## src/design/g4m_pkg.sv

```systemverilog
// ----------------------------------------------------------------------------
// g4m_pkg
// Shared types, command codes and matrix helpers for the 4x4 GF(2) matrix ALU.
// ----------------------------------------------------------------------------
package g4m_pkg;

    localparam int unsigned DIM   = 4;
    localparam int unsigned COL_W = 2;

    localparam logic [1:0] CMD_MUL  = 2'd0;
    localparam logic [1:0] CMD_XP   = 2'd1;
    localparam logic [1:0] CMD_INV  = 2'd2;
    localparam logic [1:0] CMD_RANK = 2'd3;

    // low nibble: working row, high nibble: identity side of the augmented matrix
    typedef logic [7:0] row_t;

    typedef struct packed {
        logic [1:0]         cmd;
        row_t [DIM-1:0]     rows;
        logic [2:0]         rank;
        logic               sing;
    } cell_data_t;

    // product over GF(2): AND products, XOR sums
    function automatic logic [15:0] gf2_mul(input logic [15:0] a, input logic [15:0] b);
        logic [15:0] z;
        logic        acc;
        z = '0;
        for (int i = 0; i < DIM; i++) begin
            for (int j = 0; j < DIM; j++) begin
                acc = 1'b0;
                for (int k = 0; k < DIM; k++) begin
                    acc = acc ^ (a[DIM*i+k] & b[DIM*k+j]);
                end
                z[DIM*i+j] = acc;
            end
        end
        return z;
    endfunction

    function automatic logic [15:0] gf2_xp(input logic [15:0] a);
        logic [15:0] z;
        z = '0;
        for (int i = 0; i < DIM; i++) begin
            for (int j = 0; j < DIM; j++) begin
                z[DIM*j+i] = a[DIM*i+j];
            end
        end
        return z;
    endfunction

endpackage

```

## src/design/g4m_in_if.sv

```systemverilog
// ----------------------------------------------------------------------------
// g4m_in_if
// Command channel: one command and two packed 4x4 matrices per transfer.
// ----------------------------------------------------------------------------
interface g4m_in_if;
    logic        valid;
    logic        ready;
    logic [1:0]  command;
    logic [15:0] operand_a;
    logic [15:0] operand_b;

    modport source (output valid, output command, output operand_a, output operand_b,
                    input ready);
    modport sink   (input valid, input command, input operand_a, input operand_b,
                    output ready);
endinterface

```

## src/design/g4m_out_if.sv

```systemverilog
// ----------------------------------------------------------------------------
// g4m_out_if
// Result channel: matrix, rank and singular flag per transfer.
// ----------------------------------------------------------------------------
interface g4m_out_if;
    logic        valid;
    logic        ready;
    logic [15:0] matrix_out;
    logic [2:0]  rank_out;
    logic        singular;

    modport source (output valid, output matrix_out, output rank_out, output singular,
                    input ready);
    modport sink   (input valid, input matrix_out, input rank_out, input singular,
                    output ready);
endinterface

```

## src/design/g4m_cell.sv

```systemverilog
// ----------------------------------------------------------------------------
// g4m_cell
// One elimination cell: pivot search, row swap and row clear for one column.
// ----------------------------------------------------------------------------
module g4m_cell (
    input  logic                   clk,
    input  logic                   rst_n,
    input  logic [1:0]             col,
    input  logic                   up_valid,
    input  g4m_pkg::cell_data_t    up_data,
    output logic                   take,
    output logic                   valid,
    output g4m_pkg::cell_data_t    data,
    input  logic                   down_take
);

    logic                valid_reg, valid_next;
    g4m_pkg::cell_data_t data_reg, data_next;

    always_comb
    begin
        logic [1:0]                       piv;
        logic                             found;
        logic [1:0]                       kk;
        logic                             keep;
        g4m_pkg::row_t                    prow;
        g4m_pkg::row_t [g4m_pkg::DIM-1:0] sw;
        piv   = 2'd0;
        found = 1'b0;
        kk    = up_data.rank[1:0];
        for (int i = g4m_pkg::DIM - 1; i >= 0; i--)
        begin
            if ((i >= int'(up_data.rank)) && up_data.rows[i][{1'b0, col}])
            begin
                piv   = 2'(i);
                found = 1'b1;
            end
        end
        prow = up_data.rows[piv];
        // swap pivot row into place
        for (int t = 0; t < g4m_pkg::DIM; t++)
        begin
            if (2'(t) == kk)
                sw[t] = prow;
            else if (2'(t) == piv)
                sw[t] = up_data.rows[kk];
            else
                sw[t] = up_data.rows[t];
        end
        // inverse clears every other row, rank only the rows below
        for (int t = 0; t < g4m_pkg::DIM; t++)
        begin
            keep = (up_data.cmd == g4m_pkg::CMD_INV) ? (2'(t) != kk) : (2'(t) > kk);
            if (found && keep && sw[t][{1'b0, col}])
                sw[t] = sw[t] ^ prow;
        end

        data_next = up_data;
        if (up_data.cmd[1])
        begin
            if (found)
            begin
                data_next.rows = sw;
                data_next.rank = up_data.rank + 3'd1;
            end
            else if (up_data.cmd == g4m_pkg::CMD_INV)
            begin
                data_next.sing = 1'b1;
            end
        end
    end

    assign take       = !valid_reg || down_take;
    assign valid_next = take ? up_valid : valid_reg;

    always_ff @(posedge clk or negedge rst_n)
    begin
        if (!rst_n)
            valid_reg <= 1'b0;
        else
            valid_reg <= valid_next;
    end

    always_ff @(posedge clk)
    begin
        if (take && up_valid)
            data_reg <= data_next;
    end

    assign valid = valid_reg;
    assign data  = data_reg;

endmodule

```

## src/design/gf2_matrix4_alu.sv

```systemverilog
// ----------------------------------------------------------------------------
// gf2_matrix4_alu
// 4x4 GF(2) matrix ALU: multiply, transpose, inverse and rank in a cell chain.
// ----------------------------------------------------------------------------
//  channel   dir  payload                              handshake
//  in_ch     in   command, operand_a, operand_b        valid / ready
//  out_ch    out  matrix_out, rank_out, singular       valid / ready
//
//  four register stages, one cell per column: an input transfer is registered
//  in each cell in column order, and the last cell is the output register
//  one transfer per cycle sustained while out_ch is ready; each cell holds one item in flight
//  a stalled output backs up cell by cell; a cell takes new data when it is
//  empty or its neighbor takes its item
//  rst_n clears only the valid bits of the cells
module gf2_matrix4_alu (
    input  logic        clk,
    input  logic        rst_n,
    g4m_in_if.sink      in_ch,
    g4m_out_if.source   out_ch
);

    localparam int unsigned N = g4m_pkg::DIM;

    g4m_pkg::cell_data_t        seed;
    g4m_pkg::cell_data_t [N:0]  chain_data;
    logic [N:0]                 chain_valid;
    logic [N:0]                 chain_take;
    logic [15:0]                prod;
    logic [15:0]                xpose;

    // multiply and transpose finish here and ride the chain packed in low nibbles
    assign prod  = g4m_pkg::gf2_mul(in_ch.operand_a, in_ch.operand_b);
    assign xpose = g4m_pkg::gf2_xp(in_ch.operand_a);

    always_comb
    begin
        seed      = '0;
        seed.cmd  = in_ch.command;
        for (int i = 0; i < N; i++)
        begin
            case (in_ch.command)
                g4m_pkg::CMD_MUL:  seed.rows[i] = {4'd0, prod[4*i +: 4]};
                g4m_pkg::CMD_XP:   seed.rows[i] = {4'd0, xpose[4*i +: 4]};
                // augment with identity for the Gauss-Jordan pass
                default:           seed.rows[i] = {4'(1 << i), in_ch.operand_a[4*i +: 4]};
            endcase
        end
    end

    assign chain_data[0]  = seed;
    assign chain_valid[0] = in_ch.valid;
    assign in_ch.ready    = chain_take[0];

    for (genvar g = 0; g < N; g++)
    begin : g_cell
        g4m_cell u_cell (
            .clk       (clk),
            .rst_n     (rst_n),
            .col       (g4m_pkg::COL_W'(g)),
            .up_valid  (chain_valid[g]),
            .up_data   (chain_data[g]),
            .take      (chain_take[g]),
            .valid     (chain_valid[g+1]),
            .data      (chain_data[g+1]),
            .down_take (chain_take[g+1])
        );
    end

    // last cell is the output register
    assign chain_take[N] = out_ch.ready;
    assign out_ch.valid  = chain_valid[N];

    always_comb
    begin
        g4m_pkg::cell_data_t last;
        last              = chain_data[N];
        out_ch.matrix_out = '0;
        out_ch.rank_out   = '0;
        out_ch.singular   = 1'b0;
        case (last.cmd)
            g4m_pkg::CMD_MUL,
            g4m_pkg::CMD_XP:
            begin
                for (int i = 0; i < N; i++)
                    out_ch.matrix_out[4*i +: 4] = last.rows[i][3:0];
            end
            g4m_pkg::CMD_INV:
            begin
                out_ch.singular = last.sing;
                if (!last.sing)
                begin
                    for (int i = 0; i < N; i++)
                        out_ch.matrix_out[4*i +: 4] = last.rows[i][7:4];
                end
            end
            default:
                out_ch.rank_out = last.rank;
        endcase
    end

endmodule

```

## src/flat_wrapper.sv

```systemverilog
// flat-port wrapper written by rule: the top's interface ports become plain ports
module gf2_matrix4_alu_flat 
  (clk, rst_n, in_ch_valid, in_ch_command, in_ch_operand_a, in_ch_operand_b, in_ch_ready, out_ch_valid, out_ch_matrix_out, out_ch_rank_out, out_ch_singular, out_ch_ready);
  g4m_in_if in_ch_i ();
  g4m_out_if out_ch_i ();
  input  logic clk;
  input  logic rst_n;
  input wire logic [$bits(in_ch_i.valid)-1:0] in_ch_valid;
  input wire logic [$bits(in_ch_i.command)-1:0] in_ch_command;
  input wire logic [$bits(in_ch_i.operand_a)-1:0] in_ch_operand_a;
  input wire logic [$bits(in_ch_i.operand_b)-1:0] in_ch_operand_b;
  output wire logic [$bits(in_ch_i.ready)-1:0] in_ch_ready;
  output wire logic [$bits(out_ch_i.valid)-1:0] out_ch_valid;
  output wire logic [$bits(out_ch_i.matrix_out)-1:0] out_ch_matrix_out;
  output wire logic [$bits(out_ch_i.rank_out)-1:0] out_ch_rank_out;
  output wire logic [$bits(out_ch_i.singular)-1:0] out_ch_singular;
  input wire logic [$bits(out_ch_i.ready)-1:0] out_ch_ready;
  assign in_ch_i.valid = in_ch_valid;
  assign in_ch_i.command = in_ch_command;
  assign in_ch_i.operand_a = in_ch_operand_a;
  assign in_ch_i.operand_b = in_ch_operand_b;
  assign in_ch_ready = in_ch_i.ready;
  assign out_ch_valid = out_ch_i.valid;
  assign out_ch_matrix_out = out_ch_i.matrix_out;
  assign out_ch_rank_out = out_ch_i.rank_out;
  assign out_ch_singular = out_ch_i.singular;
  assign out_ch_i.ready = out_ch_ready;
  gf2_matrix4_alu u_core (.clk(clk), .rst_n(rst_n), .in_ch(in_ch_i), .out_ch(out_ch_i));
endmodule
```

## config.mk

```make
export PLATFORM = sky130hd
export DESIGN_NAME = gf2_matrix4_alu_flat
export DESIGN_NICKNAME = d
export VERILOG_FILES = /design/src/design/g4m_pkg.sv /design/src/design/g4m_in_if.sv /design/src/design/g4m_out_if.sv /design/src/design/g4m_cell.sv /design/src/design/gf2_matrix4_alu.sv /design/src/flat_wrapper.sv
export SDC_FILE = /design/constraint.sdc
export NUM_CORES = 1
export LEC_CHECK = 0
export BUFFER_PORTS_ARGS = -buffer_cell sky130_fd_sc_hd__buf_2
export CORE_MARGIN = 10
export CORE_UTILIZATION = 40
export CTS_CLUSTER_DIAMETER = 30
export DETAILED_ROUTE_END_ITERATION = 12
export PLACE_DENSITY = 0.53
export SLEW_MARGIN = 25
export SYNTH_ARGS = -nofsm -noshare
export SYNTH_HDL_FRONTEND = slang
export SYNTH_SLANG_ARGS = --single-unit
```

## constraint.sdc

```tcl
create_clock -name clk -period 8.8 [get_ports clk]
set_input_delay 0 -clock clk [delete_from_list [all_inputs] [get_ports clk]]
set_output_delay 0 -clock clk [all_outputs]
set_load 0.01 [all_outputs]
```

==> metrics.yaml, run 1 <==
io_pins: 60
cts_inserted_buffers: 17
power_leakage_nw: 5.176
dpl.cell_count: 1792
num-fill-cells: 2991
status: "finished clean"
synth_compound_area_share_pct: 21.08
root_buffer: "clkbuf_16"
design_area_mm2: 0.01349
tns_ns: 0
num_rows: 63
dr.pass1.iters: 7
wl_per_cell_um: 20.55
hold_class: "input pin to register"
grt_remaining_overflow: 0
place_area_mm2: 0.01275
synth_area_leaders: "edfxtp_1 (37%), mux2i_1 (9.7%), nand2_1 (6.4%)"
ant_nets: 0
die_x_um: 194.3
syn_area_mm2: 0.01215
start_kind: "register"
final_cell_count_no_fill: 1831
ys.flop_type: "edfxtp_1"
rsz0062_at_grt: "no"
routabilityCongestion: 0.9290
clk_latency_ns: 0.43
syn_to_final_growth_pct: 11.00
power.density_mw_per_mm2: 240.1
fmax_mhz: 220.2
synthDistinctLibCells: 72
yosysSeqAreaShare_pct: 37.65
worst-path-max-fanout: 21
tightest_slew_ns: 1.032
muxShareOfSynthArea_pct: 14.26
yosysMostFrequentCell: "nand2_1"
synthTopCellsByCount: "nand2_1 (208), edfxtp_1 (149), nor2_1 (145), o21ai_0 (145), mux2i_1 (118)"
setup.worst_path.end_class: "register"
async_flop_share_pct: 2.614
wirelength_mm: 37.63
clkTransAtPathRegs_ns: 0.08
drtIter0Drc: 955
setup_viol: 0
synthAdderAreaFrac_pct: 0.9269
slowest_stage: "edfxtp_1"
drv_cap: 0
finalMaxSlewViolations: 0
hold_viol: 0
cts_buffer_depth: 2
cts_setup_buffers: 0
ys_ff_latch: 153
synth_top_family_by_area: "compound AO/OA/AOI/OAI gates"
cts_tree: "built"
fin_nets: 1475
finalWorstSetupSlack_ns: 4.258
final_core_util_pct: 45.26
worstPathRequired_ns: 8.98
grt_pass1_vias: 10290
drc: 0
cts_resized: 0
cts_sinks: 153
num_vias: 10820
worstSetupPathType: "register to register"
core_mm2: 0.02980
antennaDiodeCount: 0
antenna_found_initial: 0
synth.top_cell.area_share_pct: 36.83
synth-xor-area-share_pct: 3.718
synthSimpleGateAreaFrac_pct: 18.28
power_mw: 3.238
yosysTopAreaCell: "edfxtp_1"
path_cells: "inv_1, ha_1, nand2b_1, a211oi_4, a21oi_4, o21bai_1, buf_4, mux2i_1, nor4_4, mux2i_1, o21ai_1, o21ai_1"
whs_ns: 0.04779
detailedPlace.worstSlack_ns: 4.300
ir_worst_vdd_uv: 132.6
synth-edff-count: 149
synth_warnings: 0
finalCriticalPeriod_ns: 4.542
grt_pass1_wl_mm: 59.12
grt_max_degree: 66
largest_reg_flops: 149
cts-htree-levels: 4
syn_inst: 1408
cp.arrival_ns: 4.72
max_slew_margin_pct: 30.70
drive_above_1_share_pct: 12.07
grt_usage_pct: 19.36
drt-vias-per-instance: 5.909
syn_area_per_cell_um2: 8.629
fin_crit_sh_pct: 51.61
die_h_um: 194.3
portBuffers: 59
die_area_mm2: 0.03774
fin_skew_ns: 0.01719
start_util_pct: 40.77
dp_hpwl_mm: 27.16
max_stage_delay_ns: 0.85
[kinds of logic after synthesis]
kind of cell / count (synthesis)
flip-flops: 153
other: 1
buffers and inverters: 124
XOR/XNOR: 50
adder cells (fa/ha/maj): 9
multiplexers: 151
AO/OA/AOI/OAI: 417
AND/OR/NAND/NOR: 503
[path summary, 6_finish.rpt]
check,to,startpoint,slack [ns],depth (start not counted)
worst max-delay path,u_core.g_cell[3].u_cell.data[6],u_core.g_cell[2].u_cell.data[2],4.26,12
worst min-delay path,u_core.g_cell[0].u_cell.data[12],in_ch_operand_a[1],0.05,3
worst max register to register,u_core.g_cell[3].u_cell.data[6],u_core.g_cell[2].u_cell.data[2],4.26,12
worst min register to register,u_core.g_cell[1].u_cell.data[36],u_core.g_cell[0].u_cell.data[36],0.45,0
max in group asynchronous,u_core.g_cell[2].u_cell.valid,rst_n,8.16,3
min in group asynchronous,u_core.g_cell[1].u_cell.valid,rst_n,0.47,3
[area by class of cell]
class / instances / area (um2) / area share, %
multi-input combinational: 1133 / 7136 / 52.91
sequential: 153 / 4574 / 33.92
timing repair buffer: 86 / 533.0 / 3.953
tap: 390 / 488.0 / 3.618
clock buffer: 17 / 425.4 / 3.155
clock inverter: 15 / 190.2 / 1.410
inverter: 37 / 138.9 / 1.030
[report_power, final]
part / switching (mW) / internal, mW
Clock: 0.322 / 0.454
Combinational: 0.823 / 0.511
Sequential: 0.145 / 0.983
Total: 1.29 / 1.95
[worst max-delay path: cells and delay by family (launching register included)]
family,cells,cell delay [ns]
multiplexers,2,0.32
AO/OA/AOI/OAI,5,1.31
flip-flops,1,0.85
buffers and inverters,2,0.46
adder cells (fa/ha/maj),1,0.52
AND/OR/NAND/NOR,2,0.83
[routing by layer]
layer	part of all wire (%)	routed length, um	track usage [%]
met5	0	0	0
met4	3.5	1323	8.064
met3	4.3	1610	2.282
met2	49	18490	32.98
met1	43	16200	24.25
[repair_timing]
action,CTS,global route
setup endpoints to repair,0,0
hold endpoints to repair,8,0
hold buffers,6,0
[placed cells by master, fill, tap and decap left out, types with 16 or more instances in the layout]
master,count
nand2_1,208
edfxtp_1,149
o21ai_0,145
nor2_1,144
mux2i_1,118
a21oi_1,92
buf_2,59
nand3_1,45
inv_1,36
xnor2_1,36
o22ai_1,30
a31oi_1,25
buf_4,20
o21a_1,19
nor3_1,17
mux2_2,17
clkbuf_16,17
mux4_2,16
No activity file was read; power rests on OpenSTA's default activity.
==> run 2, diff against run 1 <==
PLACE_DENSITY = 0.55   (was 0.53)
clock period = 3.9 ns   (was 8.8 ns; I/O delays follow)
==> run 2 against run 1 <==
  * Total power is 130% higher
  * Die area stayed put
  * Register-to-register slack worse by 3.6 ns
  * Critical path depth is 4 lower
  * Combinational power is 130% higher
  * Worst setup slack worse by 3.6 ns
  * Largest cell class unchanged
  * Via count is 0.65% higher
  * Sequential power is 120% higher
  * Clock skew is 0.0032 ns higher
  * Count of clock-buffer cells in the layout stayed put
  * Flip-flop and latch count stayed put
==> metrics.yaml, run 2 (synthesized netlist as in run 1, its figures left out) <==
comb_power_share_pct: 40.6  # -0.6 points
drt-vias-per-instance: 5.864  # -0.76%
finalCriticalPeriod_ns: 3.284
grt_max_degree: 47  # -29%
worst-path-max-fanout: 12  # -43%
status: "finished clean"
power.density_mw_per_mm2: 544.7  # +130%
io_pins: 60  # unchanged
multi_input_area_mm2: 0.007113  # -0.32%
p_int_mw: 4.575  # +130%
dpl.cell_count: 1818  # +1.5%
register_area_mm2: 0.004574  # unchanged
r2r_cells: 10  # -2
num_vias: 10890  # +0.65%
core_mm2: 0.02980  # unchanged
start_util_pct: 40.77  # unchanged
clk_latency_ns: 0.44  # about the same
cp.arrival_ns: 3.46  # -1.26 ns
cts_buffer_depth: 2  # unchanged
cts_setup_buffers: 0  # unchanged
tns_ns: 0  # unchanged
r2r-end: "u_core.g_cell[2].u_cell.data[4]"
fin_skew_ns: 0.02040  # +0.003211 ns
power_frac_clock_pct: 25.3  # +1.3 points
cts_resized: 0  # unchanged
syn_to_final_growth_pct: 12.79
p_switching_mw: 2.889  # +120%
routabilityCongestion: 0.9485  # +2.1%
root_buffer: "clkbuf_16"
wirelength_mm: 36.93  # -1.8%
ir_worst_vdd_uv: 290.9  # +120%
drv_cap: 0  # unchanged
fmax_mhz: 304.5
final_cell_count_no_fill: 1857  # +1.4%
start_kind: "input pin"
cts_inserted_buffers: 17  # unchanged
die_x_um: 194.3  # unchanged
holdPathEnd: "u_core.g_cell[0].u_cell.data[26]"
r2r_slack_ns: 0.63  # -3.63 ns
dr.pass1.iters: 6  # -1
setup_viol: 0  # unchanged
fin_nets: 1501  # +1.8%
final_common_cell: "nand2_1"
tightest_slew_ns: 0.9862  # -0.04540 ns
antenna_found_initial: 0  # unchanged
cts_sinks: 153  # unchanged
grt_usage_pct: 19.14  # -0.22 points
cts-htree-levels: 4  # unchanged
setup.worst_path.end_class: "register"
die_area_mm2: 0.03774  # unchanged
grt_pass1_wl_mm: 58.61  # -0.86%
ant_nets: 0  # unchanged
reg2reg_from: "u_core.g_cell[1].u_cell.data[2]"
ctsHoldBuffers: 6  # unchanged
clkTransAtPathRegs_ns: 0.06  # -0.02 ns
rsz0062_at_grt: "no"
hold_class: "input pin to register"
hold_depth: 2  # -1
fin_crit_sh_pct: 84.20
drtIter0Drc: 866  # -9.3%
num_rows: 63  # unchanged
swShare_pct: 38.70  # -1.1 points
dp_hpwl_mm: 27.25  # +0.34%
worstHoldStart: "in_ch_operand_a[8]"
num-fill-cells: 2973  # -0.60%
portBuffers: 59  # unchanged
wl_per_cell_um: 19.89  # -3.2%
finalMaxSlewViolations: 0  # unchanged
seqPwrFrac_pct: 34.0  # -0.8 points
antennaDiodeCount: 0  # unchanged
cts_tree: "built"
worstPathRequired_ns: 4.08  # -4.90 ns
worstSetupPathType: "input pin to register"
drive_above_1_share_pct: 13.29  # +1.2 points
die_h_um: 194.3  # unchanged
largest_reg_flops: 149  # unchanged
hold_viol: 0  # unchanged
power_leakage_nw: 5.323  # +2.9%
drc: 0  # unchanged
grt_pass1_vias: 10400  # +1.1%
max_slew_margin_pct: 34.01  # +3.3 points
grt_remaining_overflow: 0  # unchanged
final_cell_mix: "nand2_1 (208), edfxtp_1 (149), nor2_1 (145), o21ai_0 (145), mux2i_1 (118)"
[run 2: how the worst max path moves through the flow]
| stage | endpoint | slack [ns] | from |
|---|---|---|---|
| detailed placement | u_core.g_cell[2].u_cell.data[29] | 0.54 | u_core.g_cell[1].u_cell.data[2] |
| global route | u_core.g_cell[2].u_cell.data[34] | 0.28 | u_core.g_cell[1].u_cell.data[2] |
| finish | u_core.g_cell[0].u_cell.data[5] | 0.62 | in_ch_command[0] |
| CTS | u_core.g_cell[2].u_cell.data[29] | 0.54 | u_core.g_cell[1].u_cell.data[2] |
| floorplan | u_core.g_cell[3].u_cell.data[18] | 0.52 | u_core.g_cell[2].u_cell.data[2] |
| global placement | u_core.g_cell[2].u_cell.data[32] | 0.72 | u_core.g_cell[1].u_cell.data[2] |
[run 2: area by class of cell]
class | instances | area share [%]
clock buffer | 17 | 3.104
clock inverter | 15 | 1.717
inverter | 37 | 1.014
multi-input combinational | 1133 | 51.91
sequential | 153 | 33.38
tap | 390 | 3.561
timing repair buffer | 112 | 5.314
[run 2: per-stage QoR]
stage          worst slack, ns  utilization, %  hold WS (ns)  cell area [um2]  power, mW
6_report                0.6164           45.99       0.05544            13700      7.464
5_1_grt                 0.2834           45.99       0.06165            13700      7.937
4_1_cts                 0.5413           45.86       0.02568            13670      7.459
3_5_place_dp            0.5404           43.45       -0.1884            12940      5.548
3_3_place_gp            0.7169           43.45       -0.1901            12940      5.510
2_1_floorplan           0.5222               -       -0.2956            12160      4.664
[run 2: layer usage]
metal / routed length, um / track usage [%]
met1: 15620 / 23.81
met2: 18250 / 32.33
met3: 1638 / 2.006
met4: 1423 / 9.455
met5: 0 / 0
[run 2: worst max-delay path: stages]
cell	delay (ns)
dlygate4sd3_1	0.53
buf_2	0.21
nor2_1	0.69
a21oi_1	0.43
nor2_1	0.44
nand2_1	0.37
o21ai_2	0.41
mux2_2	0.38
[run 2: power groups by stage]
stage | logic (mW) | clock network (mW) | registers, mW
detailed placement | 2.98 | 0 | 2.57
finish | 3.03 | 1.89 | 2.54
global placement | 2.94 | 0 | 2.57
global route | 3.38 | 2.00 | 2.57
CTS | 3.00 | 1.93 | 2.53
floorplan | 2.27 | 0 | 2.39
==> run 3, diff against run 2 <==
PLACE_DENSITY = 0.53   (was 0.55)
clock period = 3.45 ns   (was 3.9 ns; I/O delays follow)
==> run 3 against run 2 <==
  * Total power increased by 10%
  * Cell count increased by 0.65%
  * Wire length increased by 1.8%
  * Clock skew decreased by 0.0032 ns
  * Critical path type is now register to register
  * Critical endpoint is now u_core.g_cell[3].u_cell.data[35]
  * Largest cell class unchanged
  * Largest power group unchanged
==> metrics.yaml, run 3 (synthesized netlist as in run 1, its figures left out) <==
setup.worst_path.start: "u_core.g_cell[2].u_cell.data[1]"
antenna_found_initial: 0  # unchanged
final_core_util_pct: 46.09  # +0.10 points
drtIter0Drc: 863  # -0.35%
final_cell_mix: "nand2_1 (208), edfxtp_1 (149), nor2_1 (145), o21ai_0 (145), mux2i_1 (118)"
fmax_mhz: 322.9
power_leakage_nw: 5.342  # +0.34%
worstSetupPathType: "register to register"
cts_inserted_buffers: 17  # unchanged
num_rows: 63  # unchanged
path_buf_inv: 3  # +1
root_buffer: "clkbuf_16"
fin_nets: 1513  # +0.80%
rsz0062_at_grt: "no"
start_util_pct: 40.77  # unchanged
cts_buffer_depth: 2  # unchanged
cts_tree: "built"
final_cell_count_no_fill: 1869  # +0.65%
worstPathRequired_ns: 3.72  # -0.36 ns
ir_worst_vdd_uv: 389.1  # +34%
drv_cap: 0  # unchanged
finalCriticalPeriod_ns: 3.097
worst-path-max-fanout: 15  # +3
tightest_slew_ns: 0.8807  # -0.1055 ns
fin_skew_ns: 0.01720  # -0.003197 ns
wl_per_cell_um: 20.12  # +1.2%
slowest_stage: "edfxtp_1"
portBuffers: 59  # unchanged
cts_sinks: 153  # unchanged
drt-vias-per-instance: 5.853  # -0.19%
num-fill-cells: 2896  # -2.6%
worstHoldStart: "in_ch_command[1]"
cts-htree-levels: 4  # unchanged
path_cells: "inv_1, ha_1, nand2b_1, a21oi_1, a2111oi_4, buf_4, nand2_2, mux2i_1, nor3b_1, buf_4, mux2i_1, o21ai_0, o21ai_0"
status: "finished clean"
max_slew_margin_pct: 41.29  # +7.3 points
grt_pass1_wl_mm: 58.38  # -0.39%
reg2reg_from: "u_core.g_cell[2].u_cell.data[1]"
dp_hpwl_mm: 27.81  # +2.1%
wirelength_mm: 37.61  # +1.8%
grt_remaining_overflow: 0  # unchanged
grt_pass1_vias: 10150  # -2.4%
die_x_um: 194.3  # unchanged
power.density_mw_per_mm2: 598.6  # +9.9%
clkTransAtPathRegs_ns: 0.06  # about the same
register_area_mm2: 0.004574  # unchanged
max_stage_delay_ns: 0.38  # -0.31 ns
multi_input_area_mm2: 0.007103  # -0.14%
drc: 0  # unchanged
die_h_um: 194.3  # unchanged
cp.arrival_ns: 3.37  # -0.09 ns
hold_class: "input pin to register"
ant_nets: 0  # unchanged
final_common_cell: "nand2_1"
finalMaxSlewViolations: 0  # unchanged
io_pins: 60  # unchanged
setup.worst_path.end_class: "register"
grt_usage_pct: 19.19  # +0.049 points
fin_crit_sh_pct: 89.77
dr.pass1.iters: 5  # -1
largest_reg_flops: 149  # unchanged
die_area_mm2: 0.03774  # unchanged
clk_latency_ns: 0.44  # about the same
power_mw: 8.221  # +10%
routabilityCongestion: 0.8826  # -6.9%
dpl.cell_count: 1830  # +0.66%
cpLargestDelayFamily: "compound AO/OA/AOI/OAI gates"
num_vias: 10940  # +0.45%
antennaDiodeCount: 0  # unchanged
setup_viol: 0  # unchanged
core_mm2: 0.02980  # unchanged
design_area_mm2: 0.01373  # +0.22%
start_kind: "register"
tns_ns: 0  # unchanged
grt_max_degree: 46  # -2.1%
place_area_mm2: 0.01308  # +1.0%
drive_above_1_share_pct: 13.73  # +0.43 points
hold_viol: 0  # unchanged
syn_to_final_growth_pct: 13.04
## run 3: changes by cell type in the layout (fill, tap and decap cells not counted), sizes merged
cell | previous run | this run
clkinv | 4 | 5
bufinv | 5 | 1
clkinvlp | 0 | 2
dlygate4sd3 | 6 | 7
inv | 43 | 44
buf | 106 | 117
## run 3: layout make-up
class	instances	area share [%]
Timing Repair Buffer	124	6.159
Clock buffer	17	3.098
Inverter	37	1.011
Tap cell	390	3.553
Clock inverter	15	1.148
Sequential cell	153	33.31
Multi-Input combinational cell	1133	51.72
## run 3: where the power goes
part,internal [mW],switching (mW),total [mW]
logic,1.40,2.10,3.50
registers,2.51,0.333,2.84
clock network,1.02,0.856,1.88
## run 3: metrics by stage
stage | worst slack [ns] | hold slack (ns)
after global routing | 0.1172 | 0.09892
final | 0.3529 | 0.09447
after CTS | 0.3499 | 0.06728
after floorplan | 0.07218 | -0.2956
after global placement | 0.4642 | -0.1900
after detailed placement | 0.3926 | -0.1887
## run 3: final timing paths
check | endpoint | slack (ns) | cells after the start
max in group asynchronous | u_core.g_cell[0].u_cell.valid | 2.82 | 3
min in group asynchronous | u_core.g_cell[3].u_cell.valid | 0.46 | 3
worst min register to register | u_core.g_cell[1].u_cell.data[36] | 0.46 | 0
worst max register to register | u_core.g_cell[3].u_cell.data[35] | 0.35 | 13
worst min-delay path | u_core.g_cell[0].u_cell.data[37] | 0.09 | 1
worst max-delay path | u_core.g_cell[3].u_cell.data[35] | 0.35 | 13
## run 3: metal layers
| layer | wire, um | vias to the layer above | global-route usage (%) |
|---|---|---|---|
| met5 | 0 | - | 0 |
| met4 | 1017 | 0 | 7.297 |
| met3 | 1591 | 60 | 2.524 |
| met2 | 18640 | 332 | 33.13 |
| met1 | 16360 | 5249 | 23.77 |
| li1 | - | 5298 | - |
## run 3: repair_timing
item                                   4_1_cts  5_1_grt
setup buffers                                0        0
endpoints found under the hold margin        9        0
gates resized for setup                      0        0
setup endpoints to repair                    0        0
hold buffers                                 7        0
## run 3: worst reg2reg max path, cell delays in order, from the launching register on
cell and delay, ns:
edfxtp_1 0.38, inv_1 0.12, ha_1 0.19, nand2b_1 0.13
a21oi_1 0.12, a2111oi_4 0.36, buf_4 0.32, nand2_2 0.23
mux2i_1 0.18, nor3b_1 0.19, buf_4 0.23, mux2i_1 0.21
o21ai_0 0.08, o21ai_0 0.18
